## src/rtl/bpr_pkg.sv

```systemverilog
// Shared types and constants for the buffer-pool replacement unit.
// Used by bpr_ctrl, bpr_datapath and buffer_pool_replacement_unit; depends on nothing.
package bpr_pkg;

    localparam int ENTRIES_DEF = 16;
    localparam int SLOT_W      = 4;
    localparam int FILE_W      = 16;
    localparam int BLOCK_W     = 24;
    localparam int COUNT_W     = 8;
    localparam logic [COUNT_W-1:0] COUNT_RESET = 8'd100;

    typedef enum logic [2:0] {
        OP_LOAD      = 3'd0,
        OP_ACCESS    = 3'd1,
        OP_SET_DIRTY = 3'd2,
        OP_CLR_DIRTY = 3'd3,
        OP_LOCK      = 3'd4,
        OP_UNLOCK    = 3'd5,
        OP_RELEASE   = 3'd6
    } t_op;

    typedef enum logic [2:0] {
        ST_HIT    = 3'd0,
        ST_FILL   = 3'd1,
        ST_VICTIM = 3'd2,
        ST_NONE   = 3'd3,
        ST_DONE   = 3'd4
    } t_status;

    typedef struct packed {
        t_op                command;
        logic [FILE_W-1:0]  file_id;
        logic [BLOCK_W-1:0] block_number;
        logic [SLOT_W-1:0]  slot;
    } t_item;

    typedef struct packed {
        t_status            status;
        logic [SLOT_W-1:0]  result_slot;
        logic               writeback;
        logic [FILE_W-1:0]  wb_file_id;
        logic [BLOCK_W-1:0] wb_block_number;
        logic               last;
    } t_result;

    // Commands from the controller to the datapath.
    typedef struct packed {
        logic capture;
        logic resolve;
        logic vstep;
        logic replace;
        logic rstep;
        logic rclose;
        logic slotop;
    } t_dp_cmd;

    // Status from the datapath to the controller.
    typedef struct packed {
        logic any_hit;
        logic any_free;
        logic idx_last;
    } t_dp_sts;

endpackage

```

## src/rtl/bpr_ctrl.sv

```systemverilog
// Sequencing state machine of the buffer-pool replacement unit.
// Depends on bpr_pkg; drives bpr_datapath through t_dp_cmd and reads t_dp_sts.
module bpr_ctrl (
    input  logic             i_clk,
    input  logic             i_rst_n,
    input  logic             i_start,
    input  bpr_pkg::t_op     i_cmd,
    input  bpr_pkg::t_dp_sts i_sts,
    output logic             o_busy,
    output bpr_pkg::t_dp_cmd o_cmd
);

    typedef enum logic [2:0] {
        S_IDLE,
        S_RESOLVE,
        S_VSCAN,
        S_REPLACE,
        S_RSCAN,
        S_RCLOSE,
        S_SLOTOP
    } t_state;

    t_state r_state;
    t_state n_state;

    always_comb begin
        n_state = r_state;
        unique case (r_state)
            S_IDLE: begin
                if (i_start) begin
                    unique case (i_cmd)
                        bpr_pkg::OP_LOAD:    n_state = S_RESOLVE;
                        bpr_pkg::OP_RELEASE: n_state = S_RSCAN;
                        default:             n_state = S_SLOTOP;
                    endcase
                end
            end
            S_RESOLVE: begin
                if (i_sts.any_hit || i_sts.any_free) begin
                    n_state = S_IDLE;
                end else begin
                    n_state = S_VSCAN;
                end
            end
            S_VSCAN: begin
                if (i_sts.idx_last) begin
                    n_state = S_REPLACE;
                end
            end
            S_RSCAN: begin
                if (i_sts.idx_last) begin
                    n_state = S_RCLOSE;
                end
            end
            S_REPLACE, S_RCLOSE, S_SLOTOP: begin
                n_state = S_IDLE;
            end
            default: n_state = S_IDLE;
        endcase
    end

    always_ff @(posedge i_clk) begin
        if (!i_rst_n) begin
            r_state <= S_IDLE;
        end else begin
            r_state <= n_state;
        end
    end

    assign o_busy = (r_state != S_IDLE);

    always_comb begin
        o_cmd         = '0;
        o_cmd.capture = i_start && (r_state == S_IDLE);
        // A resolve only completes the load when there is a hit or a free entry.
        o_cmd.resolve = (r_state == S_RESOLVE) && (i_sts.any_hit || i_sts.any_free);
        o_cmd.vstep   = (r_state == S_VSCAN);
        o_cmd.replace = (r_state == S_REPLACE);
        o_cmd.rstep   = (r_state == S_RSCAN);
        o_cmd.rclose  = (r_state == S_RCLOSE);
        o_cmd.slotop  = (r_state == S_SLOTOP);
    end

endmodule

```

## src/rtl/bpr_datapath.sv

```systemverilog
// Directory entries, parallel tag compare, victim and release scans, result register.
// Depends on bpr_pkg; commanded by bpr_ctrl.
module bpr_datapath #(
    parameter int ENTRIES = bpr_pkg::ENTRIES_DEF
) (
    input  logic                         i_clk,
    input  logic                         i_rst_n,
    input  bpr_pkg::t_dp_cmd             i_cmd,
    input  bpr_pkg::t_item               i_item,
    input  logic                         i_cfg_we,
    input  logic [bpr_pkg::COUNT_W-1:0]  i_cfg_data,
    output bpr_pkg::t_dp_sts             o_sts,
    output logic                         o_valid,
    output bpr_pkg::t_result             o_result
);

    localparam int IW = $clog2(ENTRIES);
    localparam int SW = bpr_pkg::SLOT_W;
    localparam int CW = bpr_pkg::COUNT_W;
    localparam int XW = ((IW > SW) ? IW : SW) + 1;

    logic [ENTRIES-1:0]              r_valid;
    logic [ENTRIES-1:0]              r_dirty;
    logic [ENTRIES-1:0]              r_locked;
    logic [bpr_pkg::FILE_W-1:0]      r_file  [ENTRIES];
    logic [bpr_pkg::BLOCK_W-1:0]     r_block [ENTRIES];
    logic [CW-1:0]                   r_count [ENTRIES];

    bpr_pkg::t_item                  r_req;
    logic [ENTRIES-1:0]              r_hit;
    logic [ENTRIES-1:0]              r_rel;
    logic [ENTRIES-1:0]              r_free;
    logic [IW-1:0]                   r_idx;
    logic [IW-1:0]                   r_victim;
    logic [CW-1:0]                   r_best;
    logic                            r_found;
    logic [CW-1:0]                   r_limit;
    logic                            r_out_valid;
    bpr_pkg::t_result                r_result;
    bpr_pkg::t_result                n_result;

    logic [ENTRIES-1:0]              hit_now;
    logic [ENTRIES-1:0]              rel_now;
    logic [IW-1:0]                   hit_idx;
    logic [IW-1:0]                   free_idx;
    logic [XW-1:0]                   slot_x;
    logic                            slot_ok;
    logic [IW-1:0]                   slot_idx;
    logic [CW-1:0]                   fill_count;
    logic                            do_fill;
    logic [IW-1:0]                   fill_idx;
    logic                            do_clear;

    // Lowest set position of a vector.
    function automatic logic [IW-1:0] first_set(input logic [ENTRIES-1:0] v);
        logic [IW-1:0] res;
        res = '0;
        for (int i = ENTRIES - 1; i >= 0; i--) begin
            if (v[i]) begin
                res = IW'(i);
            end
        end
        return res;
    endfunction

    always_comb begin
        for (int i = 0; i < ENTRIES; i++) begin
            rel_now[i] = r_valid[i] && (r_file[i] == i_item.file_id);
            hit_now[i] = rel_now[i] && (r_block[i] == i_item.block_number);
        end
    end

    assign hit_idx    = first_set(r_hit);
    assign free_idx   = first_set(r_free);
    assign slot_x     = XW'(r_req.slot);
    assign slot_ok    = slot_x < XW'(ENTRIES);
    assign slot_idx   = slot_x[IW-1:0];
    assign fill_count = (r_limit != '0) ? CW'(1) : '0;

    // A load fills the first free entry on a miss, or the chosen victim.
    assign do_fill  = (i_cmd.resolve && !(|r_hit)) || (i_cmd.replace && r_found);
    assign fill_idx = i_cmd.replace ? r_victim : free_idx;
    assign do_clear = i_cmd.rstep && r_rel[r_idx];

    assign o_sts.any_hit  = |r_hit;
    assign o_sts.any_free = |r_free;
    assign o_sts.idx_last = (r_idx == IW'(ENTRIES - 1));

    // Control bits and counts of every entry.
    always_ff @(posedge i_clk) begin
        if (!i_rst_n) begin
            r_valid  <= '0;
            r_dirty  <= '0;
            r_locked <= '0;
            for (int i = 0; i < ENTRIES; i++) begin
                r_count[i] <= '0;
            end
        end else begin
            if (do_fill) begin
                r_valid[fill_idx]  <= 1'b1;
                r_dirty[fill_idx]  <= 1'b0;
                r_locked[fill_idx] <= 1'b0;
                r_count[fill_idx]  <= fill_count;
            end
            if (do_clear) begin
                r_valid[r_idx]  <= 1'b0;
                r_dirty[r_idx]  <= 1'b0;
                r_locked[r_idx] <= 1'b0;
                r_count[r_idx]  <= '0;
            end
            if (i_cmd.slotop && slot_ok) begin
                unique case (r_req.command)
                    bpr_pkg::OP_ACCESS: begin
                        if (r_count[slot_idx] < r_limit) begin
                            r_count[slot_idx] <= r_count[slot_idx] + CW'(1);
                        end
                    end
                    bpr_pkg::OP_SET_DIRTY: r_dirty[slot_idx]  <= 1'b1;
                    bpr_pkg::OP_CLR_DIRTY: r_dirty[slot_idx]  <= 1'b0;
                    bpr_pkg::OP_LOCK:      r_locked[slot_idx] <= 1'b1;
                    bpr_pkg::OP_UNLOCK:    r_locked[slot_idx] <= 1'b0;
                    default: ;
                endcase
            end
        end
    end

    // Tags are only looked at while the entry is valid.
    always_ff @(posedge i_clk) begin
        if (do_fill) begin
            r_file[fill_idx]  <= r_req.file_id;
            r_block[fill_idx] <= r_req.block_number;
        end
    end

    // Request capture and scan state.
    always_ff @(posedge i_clk) begin
        if (i_cmd.capture) begin
            r_req   <= i_item;
            r_hit   <= hit_now;
            r_rel   <= rel_now;
            r_free  <= ~r_valid;
            r_idx   <= '0;
            r_found <= 1'b0;
        end else begin
            if (i_cmd.vstep || i_cmd.rstep) begin
                r_idx <= r_idx + IW'(1);
            end
            // Ties go to the later entry, hence the less-or-equal.
            if (i_cmd.vstep && !r_locked[r_idx] &&
                (!r_found || (r_count[r_idx] <= r_best))) begin
                r_found  <= 1'b1;
                r_best   <= r_count[r_idx];
                r_victim <= r_idx;
            end
        end
    end

    always_ff @(posedge i_clk) begin
        if (!i_rst_n) begin
            r_limit <= bpr_pkg::COUNT_RESET;
        end else if (i_cfg_we) begin
            r_limit <= i_cfg_data;
        end
    end

    // Result register: each result is shown for one cycle only.
    always_ff @(posedge i_clk) begin
        if (!i_rst_n) begin
            r_out_valid <= 1'b0;
        end else begin
            r_out_valid <= i_cmd.resolve || i_cmd.replace || i_cmd.rclose ||
                           i_cmd.slotop || (do_clear && r_dirty[r_idx]);
        end
    end

    always_comb begin
        n_result      = '0;
        n_result.last = 1'b1;
        if (i_cmd.resolve) begin
            if (|r_hit) begin
                n_result.status      = bpr_pkg::ST_HIT;
                n_result.result_slot = SW'(hit_idx);
            end else begin
                n_result.status      = bpr_pkg::ST_FILL;
                n_result.result_slot = SW'(free_idx);
            end
        end else if (i_cmd.replace) begin
            if (r_found) begin
                n_result.status      = bpr_pkg::ST_VICTIM;
                n_result.result_slot = SW'(r_victim);
                if (r_dirty[r_victim]) begin
                    n_result.writeback       = 1'b1;
                    n_result.wb_file_id      = r_file[r_victim];
                    n_result.wb_block_number = r_block[r_victim];
                end
            end else begin
                n_result.status = bpr_pkg::ST_NONE;
            end
        end else if (i_cmd.rstep) begin
            n_result.status          = bpr_pkg::ST_DONE;
            n_result.result_slot     = SW'(r_idx);
            n_result.writeback       = 1'b1;
            n_result.wb_file_id      = r_file[r_idx];
            n_result.wb_block_number = r_block[r_idx];
            n_result.last            = 1'b0;
        end else begin
            n_result.status = bpr_pkg::ST_DONE;
        end
    end

    always_ff @(posedge i_clk) begin
        r_result <= n_result;
    end

    assign o_valid  = r_out_valid;
    assign o_result = r_result;

endmodule

```

## src/rtl/buffer_pool_replacement_unit.sv

```systemverilog
// Buffer-pool directory with least-frequently-used replacement.
// A load that hits or finds a free entry, and every slot command: busy is high only in the
// resolve or slot-command state right after the start transfer; the result strobe follows it.
// A load that misses in a full directory walks the entries for the victim, one per cycle.
// A release walks the entries one per cycle, then closes.
// Synchronous reset empties the directory and sets the count limit to 100; results cannot stall.
module buffer_pool_replacement_unit #(
    parameter int ENTRIES = bpr_pkg::ENTRIES_DEF
) (
    input  logic                        i_clk,
    input  logic                        i_rst_n,
    input  logic                        start,
    output logic                        busy,
    input  bpr_pkg::t_item              i_item,
    input  logic                        i_cfg_we,
    input  logic [bpr_pkg::COUNT_W-1:0] i_cfg_data,
    output logic                        o_valid,
    output bpr_pkg::t_result            o_result
);

    bpr_pkg::t_dp_cmd dp_cmd;
    bpr_pkg::t_dp_sts dp_sts;

    bpr_ctrl u_ctrl (
        .i_clk   (i_clk),
        .i_rst_n (i_rst_n),
        .i_start (start),
        .i_cmd   (i_item.command),
        .i_sts   (dp_sts),
        .o_busy  (busy),
        .o_cmd   (dp_cmd)
    );

    bpr_datapath #(
        .ENTRIES (ENTRIES)
    ) u_datapath (
        .i_clk      (i_clk),
        .i_rst_n    (i_rst_n),
        .i_cmd      (dp_cmd),
        .i_item     (i_item),
        .i_cfg_we   (i_cfg_we),
        .i_cfg_data (i_cfg_data),
        .o_sts      (dp_sts),
        .o_valid    (o_valid),
        .o_result   (o_result)
    );

endmodule
```

## config.mk

```make
export PLATFORM = sky130hd
export DESIGN_NAME = buffer_pool_replacement_unit
export DESIGN_NICKNAME = d
export VERILOG_FILES = /design/src/rtl/bpr_pkg.sv /design/src/rtl/bpr_ctrl.sv /design/src/rtl/bpr_datapath.sv /design/src/rtl/buffer_pool_replacement_unit.sv
export SDC_FILE = /design/constraint.sdc
export NUM_CORES = 2
export LEC_CHECK = 0
export BUFFER_PORTS_ARGS = -buffer_cell sky130_fd_sc_hd__buf_4
export CAP_MARGIN = 20
export CORE_ASPECT_RATIO = 1.75
export CORE_UTILIZATION = 25
export DETAILED_ROUTE_END_ITERATION = 6
export PLACE_DENSITY = 0.39
export RECOVER_POWER = 100
export SYNTH_ARGS = -nofsm -noshare
export SYNTH_HDL_FRONTEND = slang
export SYNTH_SLANG_ARGS = --single-unit
```

## constraint.sdc

```tcl
create_clock -name i_clk -period 6.73 [get_ports i_clk]
set_clock_uncertainty 0.2 [all_clocks]
set_input_delay 0.673 -clock i_clk [delete_from_list [all_inputs] [get_ports i_clk]]
set_output_delay 0.673 -clock i_clk [all_outputs]
set_load 0.005 [all_outputs]
```

==> summary.md <==
| Metric | Value |
|---|---|
| Outcome | `finished, violations left` |
| Failing checks | `capacitance limit, slew limit` |
| GRT overflow | `0` |
| RSZ-0062 raised after global routing | `false` |
| Layout Cells excl Fill | `between 6000 and 7000` |
| Initial Utilization | `0.2513` |
| Io pins | `110` |
| Die area | `roughly 0.21 sq mm` |
| Arr. time, crit path | `6.47 ns` |
| Fin util | `0.2868` |
| Final Setup Violations | `0` |
| Total number of H-tree levels | `3` |
| Syn avg cell area | `between 15 and 20 sq um` |
| Detailed Routing Iterations Pass 1 | `5` |
| Final period util | `0.9312` |
| #FFs+latches synth | `about 1000` |
| Cells on worst reg2reg path | `10` |
| Crit start category | `register` |
| Post-DP Area | `about 0.057 sq mm` |
| Slew @ Worst Pin | `4.065 ns` |
| Residual DRC | `0` |
| Nets | `3504` |
| R2r endpoint | `u_datapath.r_count[7][6]` |
| Final Max Tran Viols | `about 650` |
| Main synth FF type | `edfxtp_1` |
| Synth Warn # | `0` |
| # hold bufs at CTS | `15` |
| Worst r2r src | `u_ctrl.r_state[0]` |
| Via Count | `roughly 33000` |
| Vias in the first global route | `about 35000` |
| Initial antenna violation count | `18` |
| Worst-path cell chain | `nor3b_2 > clkbuf_1 > o211ai_1 > o22ai_4 > nand2_2 > mux2_2 > a31oi_1 > buf_4 > nand2b_1 > nand2_1` |
| Multi-input logic area | `around 0.022 sq mm` |
| Hold path depth | `2` |
| PD cells | `339.8 mW/mm^2` |
| Die Height | `around 610 um` |
| Most common cell after layout, fill and taps aside | `edfxtp_1` |
| First-pass GRT wire length | `318.6 mm` |
| Share of cells above drive strength 1 | `0.2397` |
| Top achievable clock speed | `around 160 MHz` |
| Largest net degree at the start of global routing | `around 120` |
| Clk sinks | `around 1000` |
| CTS tree | `built` |
| Worst slew margin | `-1.710` |
| Crit Path Class | `reg -> reg` |
| Clk_lat worst skew | `0.76 ns` |
| Setup tns final | `0 ns` |
| CTS max path bufs | `3` |
| Max-cap violations | `22` |
| WL final | `between 200 and 250 mm` |
| Synth Cell Area | `0.05248 sq mm` |
| Area delta synth->final | `14.14%` |
| Die Span X | `348.4 um` |
| Placed Cells | `a little over 6000` |
| Clk slew on worst S/H paths | `~0.08 ns` |
| Synth cell types | `just over 70` |
| Global Route Usage Sum | `0.2217` |
| Post-CTS setup buffers | `0` |
| Post-DRT Antenna Nets | `0` |
| Crit-path max FO | `21` |
| Synth Net Count | `3438` |
| DRT iter0 DRCs | `around 2900` |
| Most frequent cells in the layout | `875 x edfxtp_1, 494 x mux4_2, 385 x xor2_1` |
| Clock root buffer | `clkbuf_16` |
| Core Rows | `between 200 and 250` |
| CP required | `6.93 ns` |
| Core outline area | `between 0.2 and 0.25 sq mm` |
| Final Cell Area | `between 0.05 and 0.06 sq mm` |
| R2R setup slack | `0.46 ns` |
| Reg area | `between 0.02 and 0.03 sq mm` |
| Min cycle time layout | `6.267 ns` |
| CTS Buf Count | `between 100 and 150` |
| Worst vdd ir | `~290 uV` |
| Crit end category | `register` |
| Gpl congestion | `0.9499` |
| EDFF count, synth | `875` |
| Leak pwr | `18.18 nW` |
| WL/cell | `between 30 and 40 um` |
| Crit-path slowest cell | `clkbuf_1` |
| Gate Count Post-Synth | `~3400` |
| Hold Path Class | `in -> reg` |
| Hold Path End | `u_datapath.r_limit[6]` |
| Vias/cell | `roughly 5.2` |
| Fill cells | `about 21000` |
| Asr flop ratio synth | `0` |
| Hpwl dp | `roughly 170 mm` |
| Sequential-to-total area share from yosys stat | `0.5487` |
| PortBufs | `109` |
| Worst hold path startpoint | `i_cfg_we` |
| Max incr delay on CP | `~1.7 ns` |
| # resized after CTS | `0` |
| Final hold vios | `0` |
[area by class of cell]
cell class	instances	share of cell area
inverter	48	0.003008
antenna	5	0.0002089
timing repair buffer	213	0.02333
tap	2800	0.05848
clock inverter	51	0.009545
sequential	1001	0.4812
multi-input combinational	2054	0.3753
clock buffer	145	0.04894
[synthesized netlist by cell type (all sizes together), types with 6 or more instances]
| cell type | count | area, sq um |
|---|---|---|
| edfxtp | 875 | 26280 |
| mux4 | 495 | 11150 |
| xor2 | 385 | 3372 |
| xnor2 | 262 | 2295 |
| nor2 | 207 | 777.0 |
| clkbuf | 184 | 690.7 |
| dfxtp | 126 | 2522 |
| nor4 | 105 | 663.1 |
| nand2 | 93 | 379.1 |
| nand4 | 84 | 525.5 |
| buf | 72 | 376.6 |
| nor3 | 51 | 255.2 |
| inv | 47 | 176.4 |
| a21oi | 42 | 210.2 |
| a32o | 40 | 400.4 |
| a31oi | 22 | 143.9 |
| nand2b | 21 | 131.4 |
| ha | 20 | 250.2 |
| o21ai | 19 | 95.09 |
| and4 | 18 | 157.7 |
| o221a | 15 | 168.9 |
| mux2 | 14 | 157.7 |
| o211ai | 14 | 110.1 |
| o22ai | 14 | 120.1 |
| o311ai | 13 | 113.9 |
| mux2i | 10 | 100.1 |
| nand3 | 10 | 50.05 |
| or4 | 9 | 67.56 |
| o22a | 8 | 70.07 |
| or2 | 8 | 50.05 |
| and2 | 6 | 40.04 |
| nor3b | 6 | 45.04 |
[routing by layer]
metal	up-vias	GRT usage	wire length, um
met5	-	0	80
met4	14	0.1230	15210
met3	398	0.02833	10530
met2	1238	0.4078	127000
met1	17934	0.2436	84780
li1	13462	-	-
[worst max path at each step]
| stage | from | end | slack [ns] |
|---|---|---|---|
| floorplan | u_ctrl.r_state[1] | register | 0.84 |
| global placement | register | u_datapath.r_count[7][6] | 0.95 |
| detailed placement | register | u_datapath.r_count[11][2] | 0.85 |
| CTS | register | u_datapath.r_count[11][0] | 0.84 |
| global route | u_ctrl.r_state[0] | u_datapath.r_count[11][7] | 0.28 |
| finish | u_ctrl.r_state[0] | u_datapath.r_count[7][6] | 0.46 |
[logic make-up after synthesis]
kind of cell,count (synthesis),share of synthesized area
buffers and inverters,304,0.02377
multiplexers,519,0.2173
adder cells (fa/ha/maj),20,0.004768
AO/OA/AOI/OAI,229,0.03488
XOR/XNOR,647,0.1080
AND/OR/NAND/NOR,639,0.06260
flip-flops,1001,0.5487
[sequential cells by signal (all words and copies together) (netlist names), 8 cells and up, named ones only]
signal	cells
u_datapath.r_rel	16
u_datapath.r_free	16
u_datapath.r_block	384
u_datapath.r_dirty	16
u_datapath.r_limit	8
u_datapath.r_hit	16
u_datapath.r_req	43
u_datapath.r_file	256
u_datapath.r_valid	16
u_datapath.r_count	128
u_datapath.r_best	8
u_datapath.o_result	49
u_datapath.r_locked	16
[critical path: cells and delay by family (launching register included)]
| family | cells | cell delay (ns) |
|---|---|---|
| AOI/OAI and AO/OA | 3 | 1.48 |
| buffers and inverters | 2 | 1.93 |
| muxes | 1 | 0.44 |
| DFF | 1 | 0.47 |
| and+or+nand+nor | 4 | 1.38 |
[stage by stage]
step / hold WS (ns) / total power, mW / setup slack, ns
floorplan: 0.2064 / 12.19 / 0.8416
global placement: 0.2756 / 14.41 / 0.9522
detailed placement: 0.2891 / 14.39 / 0.8505
CTS: 0.05042 / 20.62 / 0.8353
global route: 0.08539 / 21.07 / 0.2814
finish: 0.09681 / 20.36 / 0.4633
[power breakdown]
| group | internal, mW | switching [mW] |
|---|---|---|
| registers | 7.37 | 0.822 |
| clock network | 3.38 | 2.79 |
| logic | 2.98 | 3.01 |
Note: power is estimated with default switching activity, not from simulation.
